$ cat config.mk
export PLATFORM = sky130hd
export DESIGN_NAME = rpwdr_queue
export DESIGN_NICKNAME = d
export VERILOG_FILES = /design/src/design/rpwdr_pkg.sv /design/src/design/rpwdr_queue.sv
export SDC_FILE = /design/constraint.sdc
export NUM_CORES = 1
export LEC_CHECK = 0
export CAP_MARGIN = 20
export CORE_MARGIN = 3
export CORE_UTILIZATION = 56
export CTS_BUF_LIST = sky130_fd_sc_hd__clkbuf_8
export DETAILED_ROUTE_END_ITERATION = 10
export DONT_BUFFER_PORTS = 1
export PLACE_DENSITY = 0.71
export RECOVER_POWER = 50
export SLEW_MARGIN = 20
export SYNTH_ARGS = -nofsm -noshare
export SYNTH_HDL_FRONTEND = slang
export SYNTH_SLANG_ARGS = --single-unit
$ cat constraint.sdc
create_clock -name clock -period 2.7 [get_ports clock]
set_clock_uncertainty 0.1 [all_clocks]
set_input_delay 0.27 -clock clock [delete_from_list [all_inputs] [get_ports clock]]
set_output_delay 0.27 -clock clock [all_outputs]
set_load 0.05 [all_outputs]
$ cat src/design/rpwdr_pkg.sv
// ----------------------------------------------------------------------------
// rpwdr_pkg
// shared types and constants of the rotated pixel writer with dirty rectangle
// ----------------------------------------------------------------------------
package rpwdr_pkg;

   localparam int MAX_WIDTH  = 1024;
   localparam int MAX_HEIGHT = 512;

   localparam int X_W      = $clog2(MAX_WIDTH);
   localparam int Y_W      = $clog2(MAX_HEIGHT);
   localparam int EW       = $clog2(MAX_WIDTH + 1);
   localparam int EH       = $clog2(MAX_HEIGHT + 1);
   localparam int FB_DEPTH = MAX_WIDTH * MAX_HEIGHT;
   localparam int AW       = $clog2(FB_DEPTH);

   localparam int PIX_W    = 16;
   localparam int COORD_W  = 16;
   localparam int COLOR_W  = 8;
   localparam int PW_W     = 11;
   localparam int PH_W     = 10;
   localparam int ROT_W    = 2;
   localparam int RECT_X_W = 10;
   localparam int RECT_Y_W = 9;
   localparam int RECT_W_W = 11;
   localparam int RECT_H_W = 10;
   localparam int STATUS_W = 3;
   localparam int KIND_W   = 2;

   // signed working width of the rotation arithmetic
   localparam int SW       = COORD_W + 2;

   localparam int CSR_IDX_W  = 3;
   localparam int CSR_DATA_W = 16;

   localparam int QDEPTH = 4;
   localparam int QAW    = $clog2(QDEPTH);

   localparam logic [CSR_IDX_W-1:0] REG_PANEL_WIDTH  = 3'd0;
   localparam logic [CSR_IDX_W-1:0] REG_PANEL_HEIGHT = 3'd1;
   localparam logic [CSR_IDX_W-1:0] REG_ROTATION     = 3'd2;
   localparam logic [CSR_IDX_W-1:0] REG_CLIP_X_START = 3'd3;
   localparam logic [CSR_IDX_W-1:0] REG_CLIP_X_END   = 3'd4;
   localparam logic [CSR_IDX_W-1:0] REG_CLIP_Y_START = 3'd5;
   localparam logic [CSR_IDX_W-1:0] REG_CLIP_Y_END   = 3'd6;

   localparam logic [ROT_W-1:0] ROT_0   = 2'd0;
   localparam logic [ROT_W-1:0] ROT_90  = 2'd1;
   localparam logic [ROT_W-1:0] ROT_180 = 2'd2;
   localparam logic [ROT_W-1:0] ROT_270 = 2'd3;

   typedef enum logic [KIND_W-1:0] {
      KIND_DRAW  = 2'd0,
      KIND_FLUSH = 2'd1,
      KIND_READ  = 2'd2,
      KIND_NONE  = 2'd3
   } kind_type;

   typedef enum logic [STATUS_W-1:0] {
      STATUS_STORED    = 3'd0,
      STATUS_CLIPPED   = 3'd1,
      STATUS_OUTSIDE   = 3'd2,
      STATUS_UNCHANGED = 3'd3,
      STATUS_DONE      = 3'd4
   } status_type;

   typedef struct packed {
      logic [PW_W-1:0]    panel_width;
      logic [PH_W-1:0]    panel_height;
      logic [ROT_W-1:0]   rotation;
      logic [COORD_W-1:0] clip_x_start;
      logic [COORD_W-1:0] clip_x_end;
      logic [COORD_W-1:0] clip_y_start;
      logic [COORD_W-1:0] clip_y_end;
   } cfg_type;

   typedef struct packed {
      kind_type         kind;
      logic             clipped;
      logic             in_panel;
      logic [X_W-1:0]   px;
      logic [Y_W-1:0]   py;
      logic [PIX_W-1:0] word;
      logic [AW-1:0]    addr;
   } job_type;

endpackage

$ cat src/design/rpwdr_queue.sv
// ----------------------------------------------------------------------------
// rpwdr_queue
// short job queue between the front and the back
// ----------------------------------------------------------------------------
module rpwdr_queue import rpwdr_pkg::*; (
   input  logic    clock,
   input  logic    reset,
   input  logic    push,
   input  job_type push_job,
   output logic    full,
   input  logic    pop,
   output logic    not_empty,
   output job_type head
);

   job_type        slot_ff [QDEPTH];
   logic [QAW-1:0] wr_ptr_ff, wr_ptr_in;
   logic [QAW-1:0] rd_ptr_ff, rd_ptr_in;
   logic [QAW:0]   count_ff, count_in;

   assign full      = (count_ff == (QAW+1)'(QDEPTH));
   assign not_empty = (count_ff != '0);
   assign head      = slot_ff[rd_ptr_ff];

   always_comb begin
      wr_ptr_in = push ? QAW'(32'(wr_ptr_ff) + 1 == QDEPTH ? 0 : 32'(wr_ptr_ff) + 1) : wr_ptr_ff;
      rd_ptr_in = pop  ? QAW'(32'(rd_ptr_ff) + 1 == QDEPTH ? 0 : 32'(rd_ptr_ff) + 1) : rd_ptr_ff;
      count_in  = count_ff + (QAW+1)'(push) - (QAW+1)'(pop);
   end

   always_ff @(posedge clock) begin
      if (reset) begin
         wr_ptr_ff <= '0;
         rd_ptr_ff <= '0;
         count_ff  <= '0;
      end else begin
         wr_ptr_ff <= wr_ptr_in;
         rd_ptr_ff <= rd_ptr_in;
         count_ff  <= count_in;
      end
   end

   always_ff @(posedge clock) begin
      if (push) begin
         slot_ff[wr_ptr_ff] <= push_job;
      end
   end

endmodule

Word level (Yosys, flattened, before mapping):

Memories as Yosys holds them, arrays and structs flattened. A register that Yosys moved wholly into a read port is not among the register bits.
Index checks and enable logic that the tools add are counted.

* bits in registers: 7
* memory bits (writable): 232
* input port bits: 62
* word-level logic and storage cells: 18
* memories kept: 1

Memory list
* slot_ff: words 4, bits a word 58, rd ports 1, clocked after Yosys merged registers in 1, wr ports 1, line rpwdr_queue.sv:16 `job_type slot_ff [QDEPTH];`

* add/sub/neg operators: 4
* equality and inequality tests: 3
* mux-type cells: 6
* reduce and logical (&&, ||, !) cells: 1

Operator list (count)
* $eq 3x3->1 const B: 3
* $mux 2: 4
* $add 2x1->3 const B: 2
* $add 3x1->3: 1
* $reduce_bool 3->1: 1
* $sub 3x1->3: 1
* $mux 1: 2

Logic depth before layout (Yosys ltp):

* word-level depth: 5
* gate-level depth with buffers: 8
* depth with buffers taken out: 8

Worst setup path before layout:

OpenSTA, ideal clock, no wires.

* path type: reg2reg
* start: register wr_ptr_ff[0]
* end: memory slot_ff[2][0] (netlist bit), enable pin
* arrival time: 1909 ps
* path slack: 269 ps
* cell stages (with the launch flop): 4
* period minus slack after synthesis: 2431 ps
* cell sequence: dfxtp_1 > inv_1 > ha_1 > and2_1

RTL lines
* from (decl): line rpwdr_queue.sv:17 `logic [QAW-1:0] wr_ptr_ff, wr_ptr_in;`
* from (signal assigned): line rpwdr_queue.sv:37 `wr_ptr_ff <= wr_ptr_in;`
* to (decl): line rpwdr_queue.sv:16

Straight into the memory's write port.

==> flow_summary.yaml <==
grt:
  grtUsageTotal: 0.184
  antenna_found_initial: 1
  grt_pass1_wl_mm: 24.4
  grt_max_degree: 40
  grt_pass1_vias: 4202
  overflow: 0
power:
  p_switching_w: 0.00204
  vdd_drop_max_v: 0.000486
  intPower_w: 0.00591
  total_leakage_power_nw: 3.39
  switching_share: 0.257
  power_frac_seq: 0.544
  p_comb_frac: 0.130
  p_clk_frac: 0.326
  cellPowerDensity_nw_per_um2: 764
floorplan:
  ioPinCount: 122
  core_sq_um: 15300
  start_util: 0.577
  die_h_um: 132
  rows: 45
  die_area_sq_um: 17300
  fp.dieW_um: 132
final_layout:
  final_core_utilization: 0.680
  final_common_cell: "edfxtp_1"
  area_growth_pct: 17.9
  final_cell_mix: "edfxtp_1 (232), dlygate4sd3_1 (61), mux4_2 (58), clkbuf_8 (39), inv_1 (22)"
  layout-drive-gt1-share: 0.257
  finalInstanceArea_sq_um: 10400
  fin_nets: 516
  fill_cells: 994
clocking:
  cts.sinks: 241
  htreeDepth: 2
  cts_tree: "yes"
  clockBufferDepth: 3
  cts-root-buf: "clkbuf_8"
  insertion_delay_ns: 0.50
  cts_buffers: 38
  path_clk_slew_ns: 0.06
logic_synthesis:
  avgSynthCellArea_sq_um: 25.6
  synth_cell_types: 21
  synth-xor-area-share: 0.00255
  synth_top_family_by_area: "multiplexers"
  synth_area_sq_um: 8840
  synth_simple_gate_area_share: 0.0102
  synth-compound-area-share: 0.00113
  seq_area_frac_synth: 0.808
  ys_warn_count: 0
  ys_top_cells_by_area: "edfxtp_1 (79%), mux4_2 (15%), dfxtp_1 (2.0%), ha_1 (0.99%), buf_12 (0.68%)"
  synth-seq-cells: 241
  synth.top_cell.area_share: 0.788
  synth_top_cell_by_area: "edfxtp_1"
  synth_fa_ha_area_frac: 0.0122
  synthesis.nets: 415
  synth_cells: 345
  synthMuxAreaShare: 0.150
setup_path:
  path_depth: 2
  critPathSlowestCell: "mux4_2"
  worst-path-buf-inv: 1
  rr_worst_depth: 4
  arrival_ns: 2.03
  crit_path_max_fanout: 19
  cp-end-kind: "output port"
  path_delay_family: "multiplexers"
  cp_cell_sequence: "buf_12 > mux4_2"
  required_ns: 2.33
  start_kind: "flop"
  slowest_delay_ns: 0.70
  critical_path_class: "flop to output port"
place:
  io_buffers: 0
  globalplace.congestion: 0.724
  place_area_sq_um: 9170
  dp_hpwl_mm: 8.57
routing:
  wl_per_cell_um: 22.4
  ant_nets: 0
  via_count: 3842
  drc_errors: 0
  routed_via_density: 5.63
  drtPass1Iterations: 4
  drtIter0Drc: 313
  routed_wl_mm: 15.3
worst_hold_path:
  hp-class: "primary input to flop"
  whs_path_depth: 3
sta:
  final_max_slew_viol_count: 0
  final_hold_viol_count: 0
  period_minus_slack_ns: 2.40
  timing.fmax_mhz: 417
  rsz0062_at_grt: "false"
  slew_headroom: 0.185
  finalSetupViolations: 0
  finalSetupTns_ns: 0
  worst_slew_pin_slew_ns: 1.22
  period_share: 0.887
flow_run:
  drv_cap: 0
status:
  run_status: "complete, no violations"
-- flip-flops by register name, indices dropped and copies added (netlist names), named ones only --
signal / flops
count_ff: 3
rd_ptr_ff: 2
slot_ff: 232
wr_ptr_ff: 2
-- routing by layer --
metal,up-vias,global-route usage,share of wire
met1,1995,0.246,0.40
met5,-,0,0
met2,144,0.292,0.51
met3,27,0.0597,0.073
li1,1676,-,-
met4,0,0.0607,0.019
-- worst reg2reg max path: cells and delay by family (launching register included) --
kind | cells | cell delay, ns
buf+inv | 2 | 0.99
fa+ha+maj | 1 | 0.14
flops | 1 | 0.34
simple gates | 1 | 0.14
-- power by group through the flow --
stage                     clock network, W  registers, W  logic, W
after floorplan                          0       0.00439  0.000842
after global placement                   0       0.00440  0.000933
after detailed placement                 0       0.00441  0.000939
after CTS                          0.00267       0.00433   0.00105
after global routing               0.00287       0.00434   0.00108
final                              0.00260       0.00433   0.00103
-- timing repair --
item | CTS | global route
endpoints found under the hold margin | 241 | 0
resized for setup | 0 | 0
hold buffers | 61 | 0
buffers inserted | 0 | 0
-- synth_stat cells --
cell type,number
inv_1,5
and2_1,4
fa_1,1
edfxtp_1,232
buf_12,3
a21oi_1,2
buf_4,3
ha_1,7
nand2b_1,2
buf_6,1
buf_1,3
buf_2,3
mux4_2,58
nor2b_1,1
or3_1,1
or3b_2,2
xnor3_1,1
nor3b_1,1
nor2_1,4
mux2i_1,2
dfxtp_1,9
-- per-stage QoR --
stage	total power, W	cells	worst slack (ns)	hold WS [ns]
floorplan	0.00523	345	0.269	0.237
global placement	0.00533	556	0.777	0.238
detailed placement	0.00535	556	0.777	0.243
CTS	0.00805	682	0.228	0.0403
global route	0.00830	683	0.179	0.0696
finish	0.00796	683	0.304	0.0757
-- final timing paths --
| check | from | to | slack, ns |
|---|---|---|---|
| worst min-delay path | pop | count_ff[1] | 0.08 |
| worst max register to register | wr_ptr_ff[0] | slot_ff[2][8] | 0.60 |
| worst max-delay path | flop | head[55] | 0.30 |
| worst min register to register | rd_ptr_ff[0] | flop | 0.42 |
-- cell families after synthesis --
kind of cell               count (synthesis)
DFF                                      241
muxes                                     60
buffers and inverters                     18
and+or+nand+nor                           15
adders and majority gates                  8
AOI/OAI and AO/OA                          2
xor gates and xnor gates                   1
-- cell type report --
cell class	instances	area, sq um	share of cell area
multi-input cells	86	1570	0.150
inverters	5	18.8	0.00180
flip-flops and latches	241	7150	0.686
diodes	1	2.50	0.000240
repair buffers	74	777	0.0746
well taps	211	264	0.0253
clock inverters	26	104	0.00997
clock buffers	39	537	0.0515
Note: power is estimated with default switching activity, not from simulation.
