### src/design/rpwdr_pkg.sv
// ----------------------------------------------------------------------------
// rpwdr_pkg
// shared types and constants of the rotated pixel writer with dirty rectangle
// ----------------------------------------------------------------------------
package rpwdr_pkg;

   localparam int MAX_WIDTH  = 1024;
   localparam int MAX_HEIGHT = 512;

   localparam int X_W      = $clog2(MAX_WIDTH);
   localparam int Y_W      = $clog2(MAX_HEIGHT);
   localparam int EW       = $clog2(MAX_WIDTH + 1);
   localparam int EH       = $clog2(MAX_HEIGHT + 1);
   localparam int FB_DEPTH = MAX_WIDTH * MAX_HEIGHT;
   localparam int AW       = $clog2(FB_DEPTH);

   localparam int PIX_W    = 16;
   localparam int COORD_W  = 16;
   localparam int COLOR_W  = 8;
   localparam int PW_W     = 11;
   localparam int PH_W     = 10;
   localparam int ROT_W    = 2;
   localparam int RECT_X_W = 10;
   localparam int RECT_Y_W = 9;
   localparam int RECT_W_W = 11;
   localparam int RECT_H_W = 10;
   localparam int STATUS_W = 3;
   localparam int KIND_W   = 2;

   // signed working width of the rotation arithmetic
   localparam int SW       = COORD_W + 2;

   localparam int CSR_IDX_W  = 3;
   localparam int CSR_DATA_W = 16;

   localparam int QDEPTH = 4;
   localparam int QAW    = $clog2(QDEPTH);

   localparam logic [CSR_IDX_W-1:0] REG_PANEL_WIDTH  = 3'd0;
   localparam logic [CSR_IDX_W-1:0] REG_PANEL_HEIGHT = 3'd1;
   localparam logic [CSR_IDX_W-1:0] REG_ROTATION     = 3'd2;
   localparam logic [CSR_IDX_W-1:0] REG_CLIP_X_START = 3'd3;
   localparam logic [CSR_IDX_W-1:0] REG_CLIP_X_END   = 3'd4;
   localparam logic [CSR_IDX_W-1:0] REG_CLIP_Y_START = 3'd5;
   localparam logic [CSR_IDX_W-1:0] REG_CLIP_Y_END   = 3'd6;

   localparam logic [ROT_W-1:0] ROT_0   = 2'd0;
   localparam logic [ROT_W-1:0] ROT_90  = 2'd1;
   localparam logic [ROT_W-1:0] ROT_180 = 2'd2;
   localparam logic [ROT_W-1:0] ROT_270 = 2'd3;

   typedef enum logic [KIND_W-1:0] {
      KIND_DRAW  = 2'd0,
      KIND_FLUSH = 2'd1,
      KIND_READ  = 2'd2,
      KIND_NONE  = 2'd3
   } kind_type;

   typedef enum logic [STATUS_W-1:0] {
      STATUS_STORED    = 3'd0,
      STATUS_CLIPPED   = 3'd1,
      STATUS_OUTSIDE   = 3'd2,
      STATUS_UNCHANGED = 3'd3,
      STATUS_DONE      = 3'd4
   } status_type;

   typedef struct packed {
      logic [PW_W-1:0]    panel_width;
      logic [PH_W-1:0]    panel_height;
      logic [ROT_W-1:0]   rotation;
      logic [COORD_W-1:0] clip_x_start;
      logic [COORD_W-1:0] clip_x_end;
      logic [COORD_W-1:0] clip_y_start;
      logic [COORD_W-1:0] clip_y_end;
   } cfg_type;

   typedef struct packed {
      kind_type         kind;
      logic             clipped;
      logic             in_panel;
      logic [X_W-1:0]   px;
      logic [Y_W-1:0]   py;
      logic [PIX_W-1:0] word;
      logic [AW-1:0]    addr;
   } job_type;

endpackage

### src/design/rpwdr_front.sv
// ----------------------------------------------------------------------------
// rpwdr_front
// accepts request beats, clips, rotates, bounds-checks, packs and addresses
// ----------------------------------------------------------------------------
module rpwdr_front import rpwdr_pkg::*; (
   input  logic                clock,
   input  logic                reset,
   input  cfg_type             cfg,
   input  logic                clearing,
   input  logic                req_valid,
   output logic                req_stall,
   input  logic [KIND_W-1:0]   req_type,
   input  logic [COORD_W-1:0]  req_pos_x,
   input  logic [COORD_W-1:0]  req_pos_y,
   input  logic [COLOR_W-1:0]  req_red,
   input  logic [COLOR_W-1:0]  req_green,
   input  logic [COLOR_W-1:0]  req_blue,
   input  logic                q_full,
   output logic                q_push,
   output job_type             q_job
);

   logic             s1_valid_ff, s1_valid_in;
   job_type          s1_ff, s1_in;
   logic             accept;
   kind_type         kind;
   logic [EW-1:0]    eff_w;
   logic [EH-1:0]    eff_h;
   logic [SW-1:0]    x_s, y_s, pw_s, ph_s, rx, ry;
   logic [ROT_W-1:0] rot_sel;
   logic             clipped;

   assign kind = kind_type'(req_type);
   assign eff_w = (32'(cfg.panel_width) > MAX_WIDTH) ? EW'(MAX_WIDTH) : EW'(cfg.panel_width);
   assign eff_h = (32'(cfg.panel_height) > MAX_HEIGHT) ? EH'(MAX_HEIGHT) : EH'(cfg.panel_height);

   assign q_push    = s1_valid_ff && !q_full;
   assign req_stall = clearing || (s1_valid_ff && q_full);
   assign accept    = req_valid && !req_stall;

   assign x_s  = {{(SW-COORD_W){req_pos_x[COORD_W-1]}}, req_pos_x};
   assign y_s  = {{(SW-COORD_W){req_pos_y[COORD_W-1]}}, req_pos_y};
   assign pw_s = SW'(cfg.panel_width);
   assign ph_s = SW'(cfg.panel_height);

   assign clipped = ($signed(req_pos_x) <  $signed(cfg.clip_x_start)) ||
                    ($signed(req_pos_x) >= $signed(cfg.clip_x_end))   ||
                    ($signed(req_pos_y) <  $signed(cfg.clip_y_start)) ||
                    ($signed(req_pos_y) >= $signed(cfg.clip_y_end));

   assign rot_sel = (kind == KIND_READ) ? ROT_0 : cfg.rotation;

   always_comb begin
      case (rot_sel)
         ROT_90: begin
            rx = pw_s - y_s - SW'(1);
            ry = x_s;
         end
         ROT_180: begin
            rx = pw_s - x_s - SW'(1);
            ry = ph_s - y_s - SW'(1);
         end
         ROT_270: begin
            rx = y_s;
            ry = ph_s - x_s - SW'(1);
         end
         default: begin
            rx = x_s;
            ry = y_s;
         end
      endcase
   end

   always_comb begin
      s1_in          = s1_ff;
      s1_in.kind     = kind;
      s1_in.clipped  = (kind == KIND_DRAW) && clipped;
      s1_in.in_panel = !rx[SW-1] && !ry[SW-1] && (rx < SW'(eff_w)) && (ry < SW'(eff_h));
      s1_in.px       = rx[X_W-1:0];
      s1_in.py       = ry[Y_W-1:0];
      s1_in.word     = {req_green[4:2], req_blue[7:3], req_red[7:3], req_green[7:5]};
      s1_in.addr     = '0;
   end

   always_comb begin
      if (accept && kind != KIND_NONE) begin
         s1_valid_in = 1'b1;
      end else if (q_push) begin
         s1_valid_in = 1'b0;
      end else begin
         s1_valid_in = s1_valid_ff;
      end
   end

   always_comb begin
      q_job      = s1_ff;
      q_job.addr = AW'(s1_ff.py) * AW'(eff_w) + AW'(s1_ff.px);
   end

   always_ff @(posedge clock) begin
      if (reset) begin
         s1_valid_ff <= 1'b0;
      end else begin
         s1_valid_ff <= s1_valid_in;
      end
   end

   always_ff @(posedge clock) begin
      if (accept) begin
         s1_ff <= s1_in;
      end
   end

endmodule

### config.mk
export PLATFORM = sky130hd
export DESIGN_NAME = rpwdr_front
export DESIGN_NICKNAME = d
export VERILOG_FILES = /design/src/design/rpwdr_pkg.sv /design/src/design/rpwdr_front.sv
export SDC_FILE = /design/constraint.sdc
export NUM_CORES = 1
export LEC_CHECK = 0
export BUFFER_PORTS_ARGS = -buffer_cell sky130_fd_sc_hd__buf_2
export CAP_MARGIN = 15
export CORE_ASPECT_RATIO = 1.75
export CORE_MARGIN = 5
export CORE_UTILIZATION = 62
export CTS_CLUSTER_DIAMETER = 50
export DETAILED_ROUTE_END_ITERATION = 7
export PLACE_DENSITY_LB_ADDON = 0.1
export SYNTH_ARGS = -nofsm -noshare
export SYNTH_HDL_FRONTEND = slang
export SYNTH_SLANG_ARGS = --single-unit
### constraint.sdc
create_clock -name clock -period 11.25 [get_ports clock]
set_clock_uncertainty 0.2 [all_clocks]
set_input_delay 0.5625 -clock clock [delete_from_list [all_inputs] [get_ports clock]]
set_output_delay 0.5625 -clock clock [all_outputs]
set_load 0.01 [all_outputs]
### Word-level counts from Yosys, hierarchy flattened

Cells that the tools add are included.

* flip-flop bits (word level): 40
* output and inout port bits: 60

* add/sub/neg operators: 9
* multipliers: 1
* $lt $le $gt $ge: 8
* equal/unequal tests: 5
* multiplexer cells: 7
* reduce and logical (&&, ||, !) cells: 18

Operators by type and width (number)
* $pmux 18 s3: 2
* $sub 17x2->18 const B: 4
* $sub 11x16->17: 2
* $sub 12x16->17: 2
* $ge 16x16->1: 2
* $lt 16x16->1: 2
* $add 19x10->19: 1
* $mul 9x11->19: 1
* $lt 18x10->1: 1
* $lt 18x11->1: 1
* $gt 11x11->1 const B: 1
* $mux 11: 1
* $gt 10x10->1 const B: 1
* $mux 10: 1
* $logic_and 1x1->1: 8
* $eq 2x2->1 const B: 3
* $logic_not 1->1: 4
* $logic_or 1x1->1: 4
* $eq 2x1->1 const B: 1
* $logic_not 2->1: 1
* $mux 1: 2
* $mux 2: 1
* $ne 2x2->1 const B: 1
* $reduce_bool 2->1: 1

### Depth between registers and ports, before layout

* word-level depth: 8
* depth in mapped cells: 23
* depth with buffers taken out: 21

### Worst setup path after synthesis

Ideal clock, no wire load.

* path type: input to output
* start point: input cfg[86] (netlist name)
* end point: output q_job[18] (netlist name)
* arrival time: 5.775 ns
* path slack: 4.713 ns
* cell stages on the path: 19
* path buffers: 2
* cell sequence: clkbuf_1 > clkbuf_1 > inv_1 > and3_1 > fa_1 > fa_1 > fa_1 > fa_1 > inv_1 > fa_1 > inv_1 > ha_1 > and2_1 > a31o_2 > a41o_1 > a211o_1 > a31o_1 > a21oi_1 > xnor2_1

RTL lines
* start, declared: RTL line rpwdr_front.sv:8 `input cfg_type cfg,`
* end, declared: RTL line rpwdr_front.sv:20 `output job_type q_job`

==> impl_results.md <==
- Register-to-register path setup slack: 9.38 ns
- Hold Path Sink: s1_valid_ff
- Commonest cells after routing, fill and taps aside: 203 x inv_1, 201 x buf_2, 176 x ha_1
- Comb pwr share: 0.708
- Final hold vios: 0
- Worst min-delay path category: in2reg
- CTS Root Cell: clkbuf_16
- Max-cap viol count: 0
- Post-synth top area share: 0.2239
- Final setup fails: 0
- Outcome: finished clean
- Initial antenna violation count: 0
- Largest net degree at the start of global routing: 41
- Ant. Diodes: 0
- CTS Hold Bufs: 0
- Fin nets: 1778
- Final ANT Viol Nets: 0
- DRT Pass-1 Iters: 5
- Synth Cell Area: 0.009837 sq mm
- Final wirelength: 27860 um
- Detailed-route via count: 9432
- Clk slew on worst S/H paths: 0.06 ns
- Postcts setup bufs: 0
- Crit path arrival time: 6.66 ns
- Vias in the first global route: 9720
- Gr usage total: 0.2987
- I/O pins: 210
- Cell taking the most area after synthesis: ha_1
- First-pass GRT wire length: 45190 um
- Worst-path maximum fanout: 22
- Worst hold path depth: 2
- Area growth, synth to finish: 13.24%
- Register area: 0.001191 sq mm
- CP required: 10.49 ns
- Fillcell total: 1399
- H-tree depth: 2
- Total power: 0.001202 W
- Post_cts resized: 0
- Number of remaining DRC errors: 0
- Slew Viols, Final: 0
- Net Sw Frac: 0.4606
- WS Path Type: in2out
- Die ar.: 0.01858 sq mm
- Ys Warns: 0
- Hold Startpoint: reset
- Die height: 176.6 um
- RSZ-0062 raised after global routing: no
- Layout cells sized above 1: 0.1696
- Clock Tree Buf Depth: 2
- Psw: 0.0005539 W
- Synth Register Bits: 40
- Gr ovfl total: 0
- Row count: 61
- Share of flip-flops with an asynchronous set or reset: 0
- Area of the multi-input gates: 0.007746 sq mm
- Met2 Wirelength: 15600 um
- WL/cell: 17.75 um
- Reg-to-Reg Start: s1_valid_ff
- Wire length on met3: 1026 um
- Crit share post-route: 0.6599
- Clock sinks: 40
- Final min period: 7.424 ns
- Vias per inst: 6.011
- Internal power: 0.0006486 W
- Sequential share of the synthesized area: 0.1211
- Clock share of power: 0.139
- CP startpoint: cfg[86]
- Core ar.: 0.01572 sq mm
- Worst relative slew slack: 0.3640
- Max IR drop VDD: 96.33 uV
- Leading cell type in the layout, fill and taps excluded: inv_1
- Cells after Synth: 1200
- CTS buffer count: 5
- Synth cell types: 77
- Syn Nets: 1599
- Max Used Layer: met4
- Initial Util: 0.6257
- CTS tree: built
- Worst-case reg-to-reg path depth: 2
- GPL Wtd Cong: 0.9811
- Sequential fraction of design power: 0.154
- Initial drt markers: 351
- CP endpoint kind: output port
- Fin Setup TNS: 0 ns
- Slew of the pin with the lowest slew margin: 0.9540 ns
- Critical R2R Capture: q_job[40]
- Startpoint types: input port
- Top post-synthesis cells by area: ha_1 22%, fa_1 15%, edfxtp_1 12%
- Top_reg_cell synth: edfxtp_1
- Post-synth EDFFs: 39
- Syn Area/Cell: 8.197 sq um
- Metal1 wirelength: 9411 um
- I/O Buffers: 201
- Leak: 5.830 nW
- Worst skew pair latency: 0.28 ns
- Pwr dens: 107.9 mW/mm^2
- Fmax achieved: 0.1347 GHz
- Die width: 105.2 um
- Dpl hpwl: 24510 um
==> power groups by stage <==
stage               sequential, W  combinational [W]  clock [W]
floorplan                0.000185           0.000598          0
global placement         0.000187           0.000825          0
detailed placement       0.000187           0.000852          0
CTS                      0.000184           0.000858   0.000167
global route             0.000186           0.000968   0.000175
finish                   0.000185           0.000851   0.000167
==> area by class of cell <==
type,count,area share
repair buffers,204,0.09233
clock inverters,3,0.004156
inverters,204,0.06874
multi-input cells,924,0.6954
flip-flops and latches,40,0.1069
clock buffers,5,0.01123
well taps,189,0.02123
==> flip-flops by register name (all words and copies together) (netlist names) <==
| register | flops |
|---|---|
| q_job | 39 |
| s1_valid_ff | 1 |
==> Yosys cell counts (5+ instances only) <==
| cell | number |
|---|---|
| inv_1 | 203 |
| ha_1 | 176 |
| nand2_1 | 101 |
| fa_1 | 73 |
| nor2_1 | 69 |
| a21oi_1 | 57 |
| and2_1 | 44 |
| o21ai_0 | 43 |
| edfxtp_1 | 39 |
| clkbuf_1 | 28 |
| nor3_1 | 28 |
| xnor2_1 | 28 |
| a21o_1 | 25 |
| nand3_1 | 22 |
| nor2b_1 | 22 |
| a211oi_1 | 19 |
| xor2_1 | 17 |
| nand2b_1 | 15 |
| nand4_1 | 14 |
| o21a_1 | 14 |
| and3_1 | 13 |
| o211ai_1 | 9 |
| o22ai_1 | 8 |
| a31oi_1 | 7 |
| a221oi_1 | 6 |
| a22oi_1 | 6 |
| o21ai_1 | 6 |
| o2111ai_1 | 5 |
| o21bai_1 | 5 |
| or3_1 | 5 |
==> metal layers <==
metal / global-route usage / vias to the layer above
li1: - / 4549
met1: 0.2921 / 4482
met2: 0.5922 / 296
met3: 0.02045 / 105
met4: 0.1792 / 0
met5: 0 / -
==> how the worst max path moves through the flow <==
stage / end
after global routing: q_job[17]
after floorplan: q_job[18]
after CTS: q_job[17]
final: q_job[17]
after global placement: q_job[17]
after detailed placement: q_job[17]
==> stage by stage <==
step	setup slack [ns]	instances	utilization	hold WS, ns	area (sq um)
global placement	3.773	1561	0.6976	0.3088	10970
floorplan	4.713	1200	-	0.2925	9837
CTS	3.773	1569	0.7085	0.2354	11140
global route	3.339	1569	0.7085	0.2325	11140
finish	3.826	1569	0.7085	0.2376	11140
detailed placement	3.770	1561	0.6976	0.3437	10970
==> kinds of logic (layout without fill, tap and decap cells) <==
kind of cell / Yosys count / after routing / synth area share
AND/OR/NAND/NOR: 361 / 361 / 0.1854
AO/OA/AOI/OAI: 265 / 265 / 0.1853
adder cells (fa/ha/maj): 249 / 249 / 0.3724
buffers and inverters: 236 / 416 / 0.09158
XOR/XNOR: 45 / 45 / 0.04007
flip-flops: 40 / 40 / 0.1211
multiplexers: 4 / 4 / 0.004070
==> critical path, cell delays in order <==
cell and delay, ns:
buf_2 0.24, nor2b_1 0.65, nand2_1 0.18, fa_1 0.56, inv_1 0.05, fa_1 0.49, inv_1 0.05, fa_1 0.47
inv_1 0.06, fa_1 0.53, inv_1 0.05, fa_1 0.50, inv_1 0.04, ha_1 0.24, nor3_1 0.22, o211ai_1 0.17
nand3_1 0.13, o21ai_0 0.17, o41ai_1 0.60, o2111ai_1 0.21, a21oi_1 0.20, xnor2_1 0.13, buf_2 0.14
No activity file was read; power rests on OpenSTA's default activity.
